<file path="config.mk">
export PLATFORM = sky130hd
export DESIGN_NAME = ultrasonic_echo_range_average
export DESIGN_NICKNAME = d
export VERILOG_FILES = /design/src/rtl/uera_pkg.sv /design/src/rtl/ultrasonic_echo_range_average.sv /design/src/rtl/uera_dp.sv /design/src/rtl/uera_ctrl.sv
export SDC_FILE = /design/constraint.sdc
export NUM_CORES = 2
export LEC_CHECK = 0
export BUFFER_PORTS_ARGS = -buffer_cell sky130_fd_sc_hd__buf_2
export CORE_ASPECT_RATIO = 1.4
export CORE_MARGIN = 3
export CORE_UTILIZATION = 52
export CTS_CLUSTER_SIZE = 30
export DETAILED_ROUTE_END_ITERATION = 16
export PLACE_DENSITY = 0.68
export REMOVE_ABC_BUFFERS = 1
export SYNTH_ARGS = -nofsm -noshare
export SYNTH_HDL_FRONTEND = slang
export SYNTH_SLANG_ARGS = --single-unit
</file>
<file path="constraint.sdc">
create_clock -name clk_i -period 9.6 [get_ports clk_i]
set_input_delay 1.44 -clock clk_i [delete_from_list [all_inputs] [get_ports clk_i]]
set_output_delay 1.44 -clock clk_i [all_outputs]
set_load 0.02 [all_outputs]
</file>
<file path="src/rtl/uera_pkg.sv">
// shared widths, command and status types for the echo range averager
`timescale 1ns / 1ps
`default_nettype none

package uera_pkg;

  localparam int TICKS_W    = 16;
  localparam int SPACING_W  = 8;
  localparam int OFFSET_W   = 10;
  localparam int RANGE_W    = 21;
  localparam int SUM_W      = 24;
  localparam int COUNT_W    = 4;
  localparam int SLANT_W    = 21;
  localparam int SP2_W      = 2 * SPACING_W;
  localparam int CORR_W     = 21;
  localparam int RAD_W      = 2 * SLANT_W;
  localparam int ROOT_W     = RAD_W / 2;
  localparam int REM_W      = ROOT_W + 2;
  localparam int SQRT_STEPS = RAD_W / 2;
  localparam int STEP_W     = $clog2(SQRT_STEPS);

  // reciprocal of the run length, exact for any sum below 2^SUM_W and length up to 15
  localparam int RECIP_SHIFT = SUM_W + COUNT_W;
  localparam int RECIP_W     = RECIP_SHIFT + 1;

  localparam int CFG_IDX_W  = 2;
  localparam int CFG_DATA_W = 10;

  localparam logic [CFG_IDX_W-1:0] REG_SPACING = 2'd0;
  localparam logic [CFG_IDX_W-1:0] REG_OFFSET  = 2'd1;

  localparam logic [SPACING_W-1:0] SPACING_RESET = 8'd0;
  localparam logic [OFFSET_W-1:0]  OFFSET_RESET  = 10'd120;

  localparam int SAMPLES_DEFAULT = 5;

  typedef struct packed {
    logic load;       // input transfer taken
    logic mul;        // square slant and spacing term
    logic rad_load;   // form radicand, start root
    logic sqrt_step;
    logic acc;        // add single range into run
    logic div_step;   // run sum times reciprocal of run length
    logic emit;       // move result into output register
  } uera_cmd_t;

  typedef struct packed {
    logic run_done;
  } uera_sts_t;

endpackage

`default_nettype wire

</file>
<file path="src/rtl/ultrasonic_echo_range_average.sv">
// top level: echo pulse width to averaged range in tenths of a millimetre
//
//   port group   dir  handshake             payload
//   input        in   in_valid_i/in_stall_o  echo_ticks_i, timed_out_i
//   result       out  out_valid_o/out_stall_i range_tenth_mm_o, timeout_flag_o
//   config       in   cfg_valid_i/cfg_ready_o cfg_index_i, cfg_data_i
//
// a pulse that does not close a run goes from transfer to the next transfer through
// square, radicand, 21 root steps of one bit each, accumulate
// a pulse that closes a run adds a reciprocal multiply, then emit once the output is free
// a timeout pulse goes from transfer straight to emit; results leave through an output register
// reset clears the run sum, count and config registers (offset back to 120)
// the input stalls while an item is in work or its result cannot be placed
`timescale 1ns / 1ps
`default_nettype none

module ultrasonic_echo_range_average
  import uera_pkg::*;
#(
  parameter int SAMPLES = SAMPLES_DEFAULT
) (
  input  wire                   clk_i,
  input  wire                   rst_ni,
  input  wire                   in_valid_i,
  output logic                  in_stall_o,
  input  wire [TICKS_W-1:0]     echo_ticks_i,
  input  wire                   timed_out_i,
  output logic                  out_valid_o,
  input  wire                   out_stall_i,
  output logic [RANGE_W-1:0]    range_tenth_mm_o,
  output logic                  timeout_flag_o,
  input  wire                   cfg_valid_i,
  output logic                  cfg_ready_o,
  input  wire [CFG_IDX_W-1:0]   cfg_index_i,
  input  wire [CFG_DATA_W-1:0]  cfg_data_i
);

  uera_cmd_t cmd;
  uera_sts_t sts;

  assign cfg_ready_o = 1'b1;

  uera_ctrl u_ctrl (
    .clk_i       (clk_i),
    .rst_ni      (rst_ni),
    .in_valid_i  (in_valid_i),
    .timed_out_i (timed_out_i),
    .in_stall_o  (in_stall_o),
    .out_valid_o (out_valid_o),
    .out_stall_i (out_stall_i),
    .sts_i       (sts),
    .cmd_o       (cmd)
  );

  uera_dp #(
    .SAMPLES (SAMPLES)
  ) u_dp (
    .clk_i            (clk_i),
    .rst_ni           (rst_ni),
    .cfg_we_i         (cfg_valid_i && cfg_ready_o),
    .cfg_index_i      (cfg_index_i),
    .cfg_data_i       (cfg_data_i),
    .echo_ticks_i     (echo_ticks_i),
    .timed_out_i      (timed_out_i),
    .cmd_i            (cmd),
    .sts_o            (sts),
    .range_tenth_mm_o (range_tenth_mm_o),
    .timeout_flag_o   (timeout_flag_o)
  );

endmodule

`default_nettype wire

</file>
<file path="src/rtl/uera_dp.sv">
// datapath: config registers, slant square, iterative root, run sum, divider
`timescale 1ns / 1ps
`default_nettype none

module uera_dp
  import uera_pkg::*;
#(
  parameter int SAMPLES = SAMPLES_DEFAULT
) (
  input  wire                   clk_i,
  input  wire                   rst_ni,
  input  wire                   cfg_we_i,
  input  wire [CFG_IDX_W-1:0]   cfg_index_i,
  input  wire [CFG_DATA_W-1:0]  cfg_data_i,
  input  wire [TICKS_W-1:0]     echo_ticks_i,
  input  wire                   timed_out_i,
  input  uera_cmd_t             cmd_i,
  output uera_sts_t             sts_o,
  output logic [RANGE_W-1:0]    range_tenth_mm_o,
  output logic                  timeout_flag_o
);

  localparam int RUN_LEN_I = (SAMPLES < 1) ? 1 : SAMPLES;
  localparam logic [COUNT_W-1:0] RUN_LEN = COUNT_W'(RUN_LEN_I);
  localparam logic [SUM_W-1:0]   SUM_MAX = {SUM_W{1'b1}};
  localparam logic [RECIP_W-1:0] RECIP   =
    RECIP_W'(((1 << RECIP_SHIFT) + RUN_LEN_I - 1) / RUN_LEN_I);
  localparam int PROD_W = SUM_W + RECIP_W;

  logic [SPACING_W-1:0] spacing_q;
  logic [OFFSET_W-1:0]  offset_q;
  logic [SUM_W-1:0]     sum_q;
  logic [COUNT_W-1:0]   count_q;

  logic [SLANT_W-1:0]   slant_q;
  logic [SP2_W-1:0]     sp2_q;
  logic [RAD_W-1:0]     sq_q;
  logic [CORR_W-1:0]    corr_q;
  logic [RAD_W-1:0]     rad_q;
  logic [REM_W-1:0]     rem_q;
  logic [ROOT_W-1:0]    root_q;
  logic [SUM_W-1:0]     quo_q;
  logic                 to_q;
  logic [RANGE_W-1:0]   range_q;
  logic                 flag_q;

  logic [SLANT_W-1:0]   slant_d;
  logic [RAD_W-1:0]     sq_d;
  logic [CORR_W-1:0]    corr_d;
  logic [RAD_W-1:0]     rad_d;
  logic [REM_W-1:0]     sq_trial;
  logic [REM_W-1:0]     sq_part;
  logic                 sq_ge;
  logic [SUM_W-1:0]     single;
  logic [SUM_W:0]       sum_ext;
  logic [SUM_W-1:0]     sum_d;
  logic [COUNT_W-1:0]   count_inc;
  logic [PROD_W-1:0]    dv_prod;

  // 17 * ticks as shift and add
  assign slant_d = SLANT_W'({echo_ticks_i, 4'b0000}) + SLANT_W'(echo_ticks_i);
  assign sq_d    = RAD_W'(slant_q) * RAD_W'(slant_q);
  // 25 * spacing^2, the square of half the spacing in tenths of mm
  assign corr_d  = CORR_W'({sp2_q, 4'b0000}) + CORR_W'({sp2_q, 3'b000})
                 + CORR_W'(sp2_q);
  assign rad_d   = (sq_q > RAD_W'(corr_q)) ? (sq_q - RAD_W'(corr_q)) : '0;

  // one result bit per step, two radicand bits shifted in
  assign sq_part  = {rem_q[REM_W-3:0], rad_q[RAD_W-1:RAD_W-2]};
  assign sq_trial = {root_q, 2'b01};
  assign sq_ge    = (sq_part >= sq_trial);

  assign single    = SUM_W'(root_q) + SUM_W'(offset_q);
  assign sum_ext   = {1'b0, sum_q} + {1'b0, single};
  assign sum_d     = sum_ext[SUM_W] ? SUM_MAX : sum_ext[SUM_W-1:0];
  assign count_inc = count_q + COUNT_W'(1);
  assign sts_o.run_done = (count_inc >= RUN_LEN);

  // divide by the run length as a multiply by its rounded-up reciprocal
  assign dv_prod = PROD_W'(quo_q) * PROD_W'(RECIP);

  always_ff @(posedge clk_i or negedge rst_ni) begin
    if (!rst_ni) begin
      spacing_q <= SPACING_RESET;
      offset_q  <= OFFSET_RESET;
    end else if (cfg_we_i) begin
      case (cfg_index_i)
        REG_SPACING: spacing_q <= cfg_data_i[SPACING_W-1:0];
        REG_OFFSET:  offset_q  <= cfg_data_i[OFFSET_W-1:0];
        default: ;
      endcase
    end
  end

  always_ff @(posedge clk_i or negedge rst_ni) begin
    if (!rst_ni) begin
      sum_q   <= '0;
      count_q <= '0;
    end else if (cmd_i.load && timed_out_i) begin
      sum_q   <= '0;
      count_q <= '0;
    end else if (cmd_i.acc) begin
      if (sts_o.run_done) begin
        sum_q   <= '0;
        count_q <= '0;
      end else begin
        sum_q   <= sum_d;
        count_q <= count_inc;
      end
    end
  end

  always_ff @(posedge clk_i) begin
    if (cmd_i.load) begin
      slant_q <= slant_d;
      sp2_q   <= spacing_q * spacing_q;
      to_q    <= timed_out_i;
    end
    if (cmd_i.mul) begin
      sq_q   <= sq_d;
      corr_q <= corr_d;
    end
    if (cmd_i.rad_load) begin
      rad_q  <= rad_d;
      rem_q  <= '0;
      root_q <= '0;
    end else if (cmd_i.sqrt_step) begin
      rad_q  <= {rad_q[RAD_W-3:0], 2'b00};
      rem_q  <= sq_ge ? (sq_part - sq_trial) : sq_part;
      root_q <= {root_q[ROOT_W-2:0], sq_ge};
    end
    if (cmd_i.acc) begin
      quo_q <= sum_d;
    end else if (cmd_i.div_step) begin
      quo_q <= dv_prod[RECIP_SHIFT +: SUM_W];
    end
    if (cmd_i.emit) begin
      range_q <= to_q ? '0 : quo_q[RANGE_W-1:0];
      flag_q  <= to_q;
    end
  end

  assign range_tenth_mm_o = range_q;
  assign timeout_flag_o   = flag_q;

endmodule

`default_nettype wire

</file>
<file path="src/rtl/uera_ctrl.sv">
// controller: sequences one item through square, root and sum, divide at run end; timeouts go to emit
`timescale 1ns / 1ps
`default_nettype none

module uera_ctrl
  import uera_pkg::*;
(
  input  wire        clk_i,
  input  wire        rst_ni,
  input  wire        in_valid_i,
  input  wire        timed_out_i,
  output logic       in_stall_o,
  output logic       out_valid_o,
  input  wire        out_stall_i,
  input  uera_sts_t  sts_i,
  output uera_cmd_t  cmd_o
);

  localparam logic [2:0] ST_IDLE = 3'd0;
  localparam logic [2:0] ST_MUL  = 3'd1;
  localparam logic [2:0] ST_RAD  = 3'd2;
  localparam logic [2:0] ST_SQRT = 3'd3;
  localparam logic [2:0] ST_ACC  = 3'd4;
  localparam logic [2:0] ST_DIV  = 3'd5;
  localparam logic [2:0] ST_EMIT = 3'd6;

  logic [2:0]        state_q, state_d;
  logic [STEP_W-1:0] step_q, step_d;
  logic              out_valid_q, out_valid_d;
  logic              accept;
  logic              out_free;

  assign in_stall_o = (state_q != ST_IDLE);
  assign accept     = in_valid_i && !in_stall_o;
  assign out_free   = !out_valid_q || !out_stall_i;

  always_comb begin
    state_d     = state_q;
    step_d      = step_q;
    out_valid_d = out_valid_q && out_stall_i;
    cmd_o       = '0;
    case (state_q)
      ST_IDLE: begin
        if (accept) begin
          cmd_o.load = 1'b1;
          state_d    = timed_out_i ? ST_EMIT : ST_MUL;
        end
      end
      ST_MUL: begin
        cmd_o.mul = 1'b1;
        state_d   = ST_RAD;
      end
      ST_RAD: begin
        cmd_o.rad_load = 1'b1;
        step_d         = '0;
        state_d        = ST_SQRT;
      end
      ST_SQRT: begin
        cmd_o.sqrt_step = 1'b1;
        step_d          = step_q + STEP_W'(1);
        if (step_q == STEP_W'(SQRT_STEPS - 1)) begin
          state_d = ST_ACC;
        end
      end
      ST_ACC: begin
        cmd_o.acc = 1'b1;
        step_d    = '0;
        state_d   = sts_i.run_done ? ST_DIV : ST_IDLE;
      end
      ST_DIV: begin
        cmd_o.div_step = 1'b1;
        state_d        = ST_EMIT;
      end
      ST_EMIT: begin
        if (out_free) begin
          cmd_o.emit  = 1'b1;
          out_valid_d = 1'b1;
          state_d     = ST_IDLE;
        end
      end
      default: begin
        state_d = ST_IDLE;
      end
    endcase
  end

  always_ff @(posedge clk_i or negedge rst_ni) begin
    if (!rst_ni) begin
      state_q     <= ST_IDLE;
      step_q      <= '0;
      out_valid_q <= 1'b0;
    end else begin
      state_q     <= state_d;
      step_q      <= step_d;
      out_valid_q <= out_valid_d;
    end
  end

  assign out_valid_o = out_valid_q;

  a_busy_after_accept: assert property (@(posedge clk_i) disable iff (!rst_ni)
    accept |=> in_stall_o)
    else $error("input transfer did not start work");

  a_emit_no_overwrite: assert property (@(posedge clk_i) disable iff (!rst_ni)
    cmd_o.emit |-> out_free)
    else $error("result overwrote a waiting result");

  a_valid_from_emit: assert property (@(posedge clk_i) disable iff (!rst_ni)
    $rose(out_valid_q) |-> $past(state_q) == ST_EMIT)
    else $error("result valid without emit");

  a_sqrt_step_bound: assert property (@(posedge clk_i) disable iff (!rst_ni)
    (state_q == ST_SQRT) |-> (step_q < STEP_W'(SQRT_STEPS)))
    else $error("root step count out of range");

  a_one_busy_cmd: assert property (@(posedge clk_i) disable iff (!rst_ni)
    $onehot0({cmd_o.load, cmd_o.mul, cmd_o.rad_load, cmd_o.sqrt_step,
              cmd_o.acc, cmd_o.div_step, cmd_o.emit}))
    else $error("more than one datapath command");

endmodule

`default_nettype wire

</file>
=== Word-level counts from Yosys, hierarchy flattened ===
Index checks and enable logic that the tools add are counted.

* $lt $le $gt $ge: 3
* Equality and inequality tests: 11
* $mul: 3
* Reduce and logical (&&, ||, !) cells: 18
* Multiplexer cells: 31
* $add $sub $neg: 9

{| class="wikitable"
|+ Operator list
! kind !! count
|-
| two-way mux 24 bit || 6
|-
| two-way mux 42 bit || 3
|-
| multiplier 24 x 24 -> 48 bit (second input constant) || 1
|-
| greater-than comparator 42 x 21 -> 1 bit || 1
|-
| multiplier 21 x 21 -> 42 bit || 1
|-
| subtractor 42 x 21 -> 42 bit || 1
|-
| adder 24 x 24 -> 25 bit || 1
|-
| >= comparator 23 bit || 1
|-
| adder 21 x 10 -> 22 bit || 1
|-
| adder 20 x 16 -> 21 bit || 1
|-
| adder 20 x 19 -> 21 bit || 1
|-
| adder 21 x 16 -> 21 bit || 1
|-
| two-way mux 21 bit || 1
|-
| case mux 3 bit (7 select lines) || 1
|-
| subtractor 21 bit || 1
|-
| multiplier 8 x 8 -> 16 bit || 1
|-
| two-way mux 3 bit || 5
|-
| two-way mux 4 bit || 3
|-
| two-way mux 1 bit || 11
|-
| case mux 5 bit (2 select lines) || 1
|-
| == test 3 bit (second input constant) || 3
|-
| nonzero test 2 bit || 4
|-
| == test 3 x 2 -> 1 bit (second input constant) || 2
|-
| inequality test 2 x 1 -> 1 bit (second input constant) || 3
|-
| other kinds (15) || 20
|}

* Input port bits: 34
* Bits in registers: 286
* Word-level logic and storage cells: 93
* Output and inout port bits: 25

=== Longest topological paths before layout ===
* Depth after elaboration: 7
* Depth in mapped cells: 28
* Gate-level depth less buffers: 26

=== Hierarchy ===
From an unflattened synthesis, not the netlist that was laid out.

* Cell total of the unflattened synthesis: 3,983
* Area total of the unflattened synthesis: 39,729.4 µm²

{| class="wikitable"
|+ Modules (own cells, without submodules)
! module !! seq. area each (µm²) !! times used !! cells an instance !! area each (µm²)
|-
| uera_dp || 7,582.3 || 1 || 3,917 || 39,107.5
|-
| uera_ctrl || 225.2 || 1 || 64 || 610.6
|-
| ultrasonic_echo_range_average || 0.0 || 1 || 2 || 11.3
|}

=== Least setup slack after synthesis ===
No wires, ideal clock.

* Path kind: reg-to-reg
* From: reg u_dp.slant_q[3]
* To: reg u_dp.sq_q[41], data pin
* Library setup time: 260 ps
* Data required time: 9,340 ps
* Cell stages (with the launch flop): 27
* Arrival time: 6,677 ps
* Path slack: 2,663 ps
* Period minus slack after synthesis: 6,937 ps
* Buffers on the path: 3
* Cell sequence: edfxtp_1 > clkbuf_1 > clkbuf_1 > nand2_1 > fa_1 > inv_1 > fa_1 > inv_1 > fa_1 > inv_1 > fa_1 > inv_1 > fa_1 > inv_1 > fa_1 > fa_1 > ha_1 > clkbuf_1 > a211oi_1 > o21ai_0 > a2111oi_0 > nand4_1 > a31o_2 > a21oi_1 > o221ai_1 > a21oi_1 > xnor2_1

* Cells in the longest elaborated chain, start to end: 1

{| class="wikitable"
|+ RTL lines
! item !! line !! source
|-
| start: declaration || uera_dp.sv:35 || <nowiki>logic [SLANT_W-1:0] slant_q;</nowiki>
|-
| start signal: assignment || uera_dp.sv:115 || <nowiki>slant_q <= slant_d;</nowiki>
|-
| multiplier 21 x 21 -> 42 bit || uera_dp.sv:62 || <nowiki>assign sq_d = RAD_W'(slant_q) * RAD_W'(slant_q);</nowiki>
|-
| named net u_dp.sq_d[41] || uera_dp.sv:48 || <nowiki>logic [RAD_W-1:0] sq_d;</nowiki>
|-
| end signal: assignment || uera_dp.sv:120 || <nowiki>sq_q <= sq_d;</nowiki>
|-
| end: declaration || uera_dp.sv:37 || <nowiki>logic [RAD_W-1:0] sq_q;</nowiki>
|}

The timed path passes the listed nets, and every way through them passes these cells.
A chain may end at the register's enable or synchronous reset.

=== Final worst setup path ===
* From: reg u_dp.quo_q[14]
* To: reg u_dp.quo_q[9], data pin

* Cells in the longest elaborated chain, start to end: 3

{| class="wikitable"
|+ RTL lines
! item !! line !! source
|-
| start: declaration || uera_dp.sv:42 || <nowiki>logic [SUM_W-1:0] quo_q;</nowiki>
|-
| start signal: assignment || uera_dp.sv:133 || <nowiki>quo_q <= sum_d;</nowiki>
|-
| start signal: assignment || uera_dp.sv:135 || <nowiki>quo_q <= dv_prod[RECIP_SHIFT +: SUM_W];</nowiki>
|-
| multiplier 24 x 24 -> 48 bit || uera_dp.sv:80 || <nowiki>assign dv_prod = PROD_W'(quo_q) * PROD_W'(RECIP);</nowiki>
|-
| two-way mux 24 bit || uera_dp.sv:134 || <nowiki>end else if (cmd_i.div_step) begin</nowiki>
|-
| two-way mux 24 bit || uera_dp.sv:132 || <nowiki>if (cmd_i.acc) begin</nowiki>
|}

Every way passes these cells. The select of a mux whose other input is x is not followed.

==> results_dict.tcl <==
set metrics [dict create \
    crit_path_end_kind "register" \
    worstPathCellList "ha_1 -> fa_1 -> inv_1 -> fa_1 -> inv_1 -> fa_1 -> inv_1 -> fa_1 -> inv_1 -> fa_1 -> inv_1 -> fa_1 -> inv_1 -> ha_1 -> nand3_1 -> or3_1 -> or3_1 -> a211oi_1 -> o21ai_0 -> o221a_2 -> o21bai_1 -> xnor2_1 -> o21ai_0" \
    hold_buffers 0 \
    vias 28080 \
    rows 120 \
    worstMarginPinSlew_ps 1167 \
    skew_ps 27.41 \
    cts_tree "done" \
    dpl.hpwl_um 77720 \
    synth_top_area_share_pct 28.42 \
    min_period_over_period_pct 79.98 \
    cts_resized 0 \
    synth_edf_count 186 \
    yosys_warnings 0 \
    worst-path-buf-inv 6 \
    cp-start-kind "register" \
    drt_iter0_drc 1383 \
    fin_tns_setup_ps 0 \
    cts_root_buf "clkbuf_16" \
    synthCells 4119 \
    place_area_um2 41420 \
    layout.nets 5289 \
    hold_viol_final 0 \
    hold_class "register to register" \
    critical_path_arrival_ps 7970 \
    ys_seq_area_share_pct 19.41 \
    fp.dieH_um 335.1 \
    cp_top_family "adder cells" \
    postCtsSetupRepairBufs 0 \
    clk_latency_ps 560 \
    drive_gt1_share_pct 4.364 \
    wl_um 94310 \
    cts_buffers 34 \
    slew_viol_final 0 \
    critPathMaxFanout 8 \
    top_level_ports 59 \
    antenna_found_initial 3 \
    outcome "complete, no violations" \
    synthArstFlopShare_pct 19.43 \
    max_stage_delay_ps 740 \
    grt_pass1_vias 30070 \
    grt_max_degree 62 \
    die_area_um2 80770 \
    gp_congestion 0.9495 \
    fp.dieW_um 241.1 \
    cap_viol_max_count 0 \
    min_period_ps 7678 \
    initial_utilization_pct 52.53 \
    path_clk_slew_ps 60 \
    dr.pass1.iters 5 \
    cts_sinks 283 \
    drc_errors 0 \
    viasPerCell 5.476 \
    slew_headroom_pct 22.05 \
    worstPathRequired_ps 9890 \
    area_delta_synth_final_pct 5.748 \
    path_class "register to register" \
    design_area_um2 42530 \
    layout_common_cells "inv_1, fa_1, ha_1" \
    io_buffer_count 57 \
    ys_seq_elements 283 \
    syn-cell-area_um2 40220 \
    core_area_um2 76570 \
    synth_cell_types 85 \
    ant_nets 0 \
    max_freq_ghz 0.1302 \
    grt.total_usage_pct 24.37 \
    synth_area_leaders "fa_1, ha_1, edfxtp_1" \
    grt_pass1_wl_um 154700 \
    synth_top_flop_cell "edfxtp_1" \
    nFillCells 6809 \
    clk_path_buf_depth 3 \
    slowest_stage "edfxtp_1" \
    synth_top_area_cell "fa_1" \
    layout_commonest_cell "inv_1" \
    h-tree-depth 2 \
    setup_viol 0 \
    syn-mean-instance-area_um2 9.765 \
    post_drt_wl_per_cell_um 18.39 \
    grt-ovfl-total 0 \
    rsz0062_at_grt "no" \
]
-- cell families (layout without fill, tap and decap cells) --
group	after synthesis	after routing	synth area share, %
and+or+nand+nor	822	822	9.936
AOI/OAI and AO/OA	586	586	9.438
other	1	4	0.009323
xor gates and xnor gates	196	196	4.268
adders and majority gates	1132	1132	45.87
DFF	283	283	19.41
buffers and inverters	1059	1088	10.01
muxes	40	40	1.055
-- flip-flops by register name (all words and copies together) (netlist names) --
signal	flops
u_dp.rad_q	42
u_dp.sq_q	41
u_dp.quo_q	24
u_dp.sum_q	24
u_dp.range_tenth_mm_o	21
u_dp.rem_q	21
u_dp.root_q	21
u_dp.slant_q	21
u_dp.corr_q	20
u_dp.sp2_q	15
u_dp.offset_q	10
u_dp.spacing_q	8
u_ctrl.step_q	5
u_dp.count_q	4
u_ctrl.state_q	3
u_ctrl.out_valid_o	1
u_dp.timeout_flag_o	1
u_dp.to_q	1
-- metal layers --
metal | routed length (µm) | part of all wire (%) | global-route usage [%] | up-vias
met5 | 0 | 0 | 0 | -
met4 | 5273 | 5.6 | 11.74 | 0
met3 | 3015 | 3.2 | 2.465 | 224
met2 | 51660 | 55 | 46.16 | 542
met1 | 34360 | 36 | 26.94 | 14040
li1 | - | - | - | 13280
-- stage by stage --
step / worst slack [ps] / std cells / hold slack, ps / util [%]
2_1_floorplan: 2897 / 4017 / 429.1 / -
3_3_place_gp: 2036 / 5063 / 463.5 / 54.09
3_5_place_dp: 2011 / 5063 / 468.5 / 54.09
4_1_cts: 2001 / 5124 / 486.3 / 55.54
5_1_grt: 1524 / 5127 / 512.4 / 55.55
6_report: 1922 / 5127 / 480.2 / 55.55
-- synthesized netlist by cell type (6+ instances only) --
cell type	number
buf_2	6
o21bai_1	22
nand2_1	272
a22o_1	32
fa_1	571
a21oi_1	155
ha_1	561
o21a_1	16
nor2b_1	48
a221oi_1	6
or3_1	15
nand4_1	22
a211oi_1	13
clkbuf_1	87
a22o_2	6
mux2i_1	21
a31oi_1	18
nor4_1	15
inv_1	957
o21ai_0	150
a21o_1	70
or4_1	8
dfrtp_1	51
nor3_1	42
and2_1	107
mux2_2	19
nand2b_1	16
nand3_1	74
or2_2	10
and3_1	14
o211ai_1	14
o41ai_1	7
o2111ai_1	7
o31ai_1	9
xor2_1	64
xnor2_1	132
a21boi_0	6
edfxtp_1	186
nor2_1	156
dfxtp_1	42
-- tightest hold or removal path, stage by stage (launching register included) --
cell and delay [ps]:
dfxtp_1 340, nand2_1 50, o21ai_0 60
-- area by class of cell --
type / count / area [µm²] / area share [%]
Antenna cell: 3 / 7.507 / 0.01765
Clock buffer: 42 / 890.9 / 2.094
Clock inverter: 19 / 215.2 / 0.5060
Inverter: 957 / 3592 / 8.445
Multi-Input combinational cell: 2777 / 28420 / 66.81
Sequential cell: 283 / 7807 / 18.36
Tap cell: 976 / 1221 / 2.871
Timing Repair Buffer: 70 / 382.9 / 0.9001
-- final timing paths --
path	slack (ps)	to	startpoint	cells after the start
setup / recovery	1920	u_dp.quo_q[9]	u_dp.quo_q[14]	23
hold / removal	480	u_dp.rem_q[19]	u_dp.rem_q[19]	2
setup reg to reg	1920	u_dp.quo_q[9]	u_dp.quo_q[14]	23
hold reg to reg	480	u_dp.rem_q[19]	u_dp.rem_q[19]	2
max in group asynchronous	8030	u_dp.sum_q[23]	rst_ni	2
min in group asynchronous	1000	u_dp.spacing_q[4]	rst_ni	2
Power is left out: the tool's default activity adds up to more than one toggle a clock period on the data nets, which glitch-free logic cannot reach.
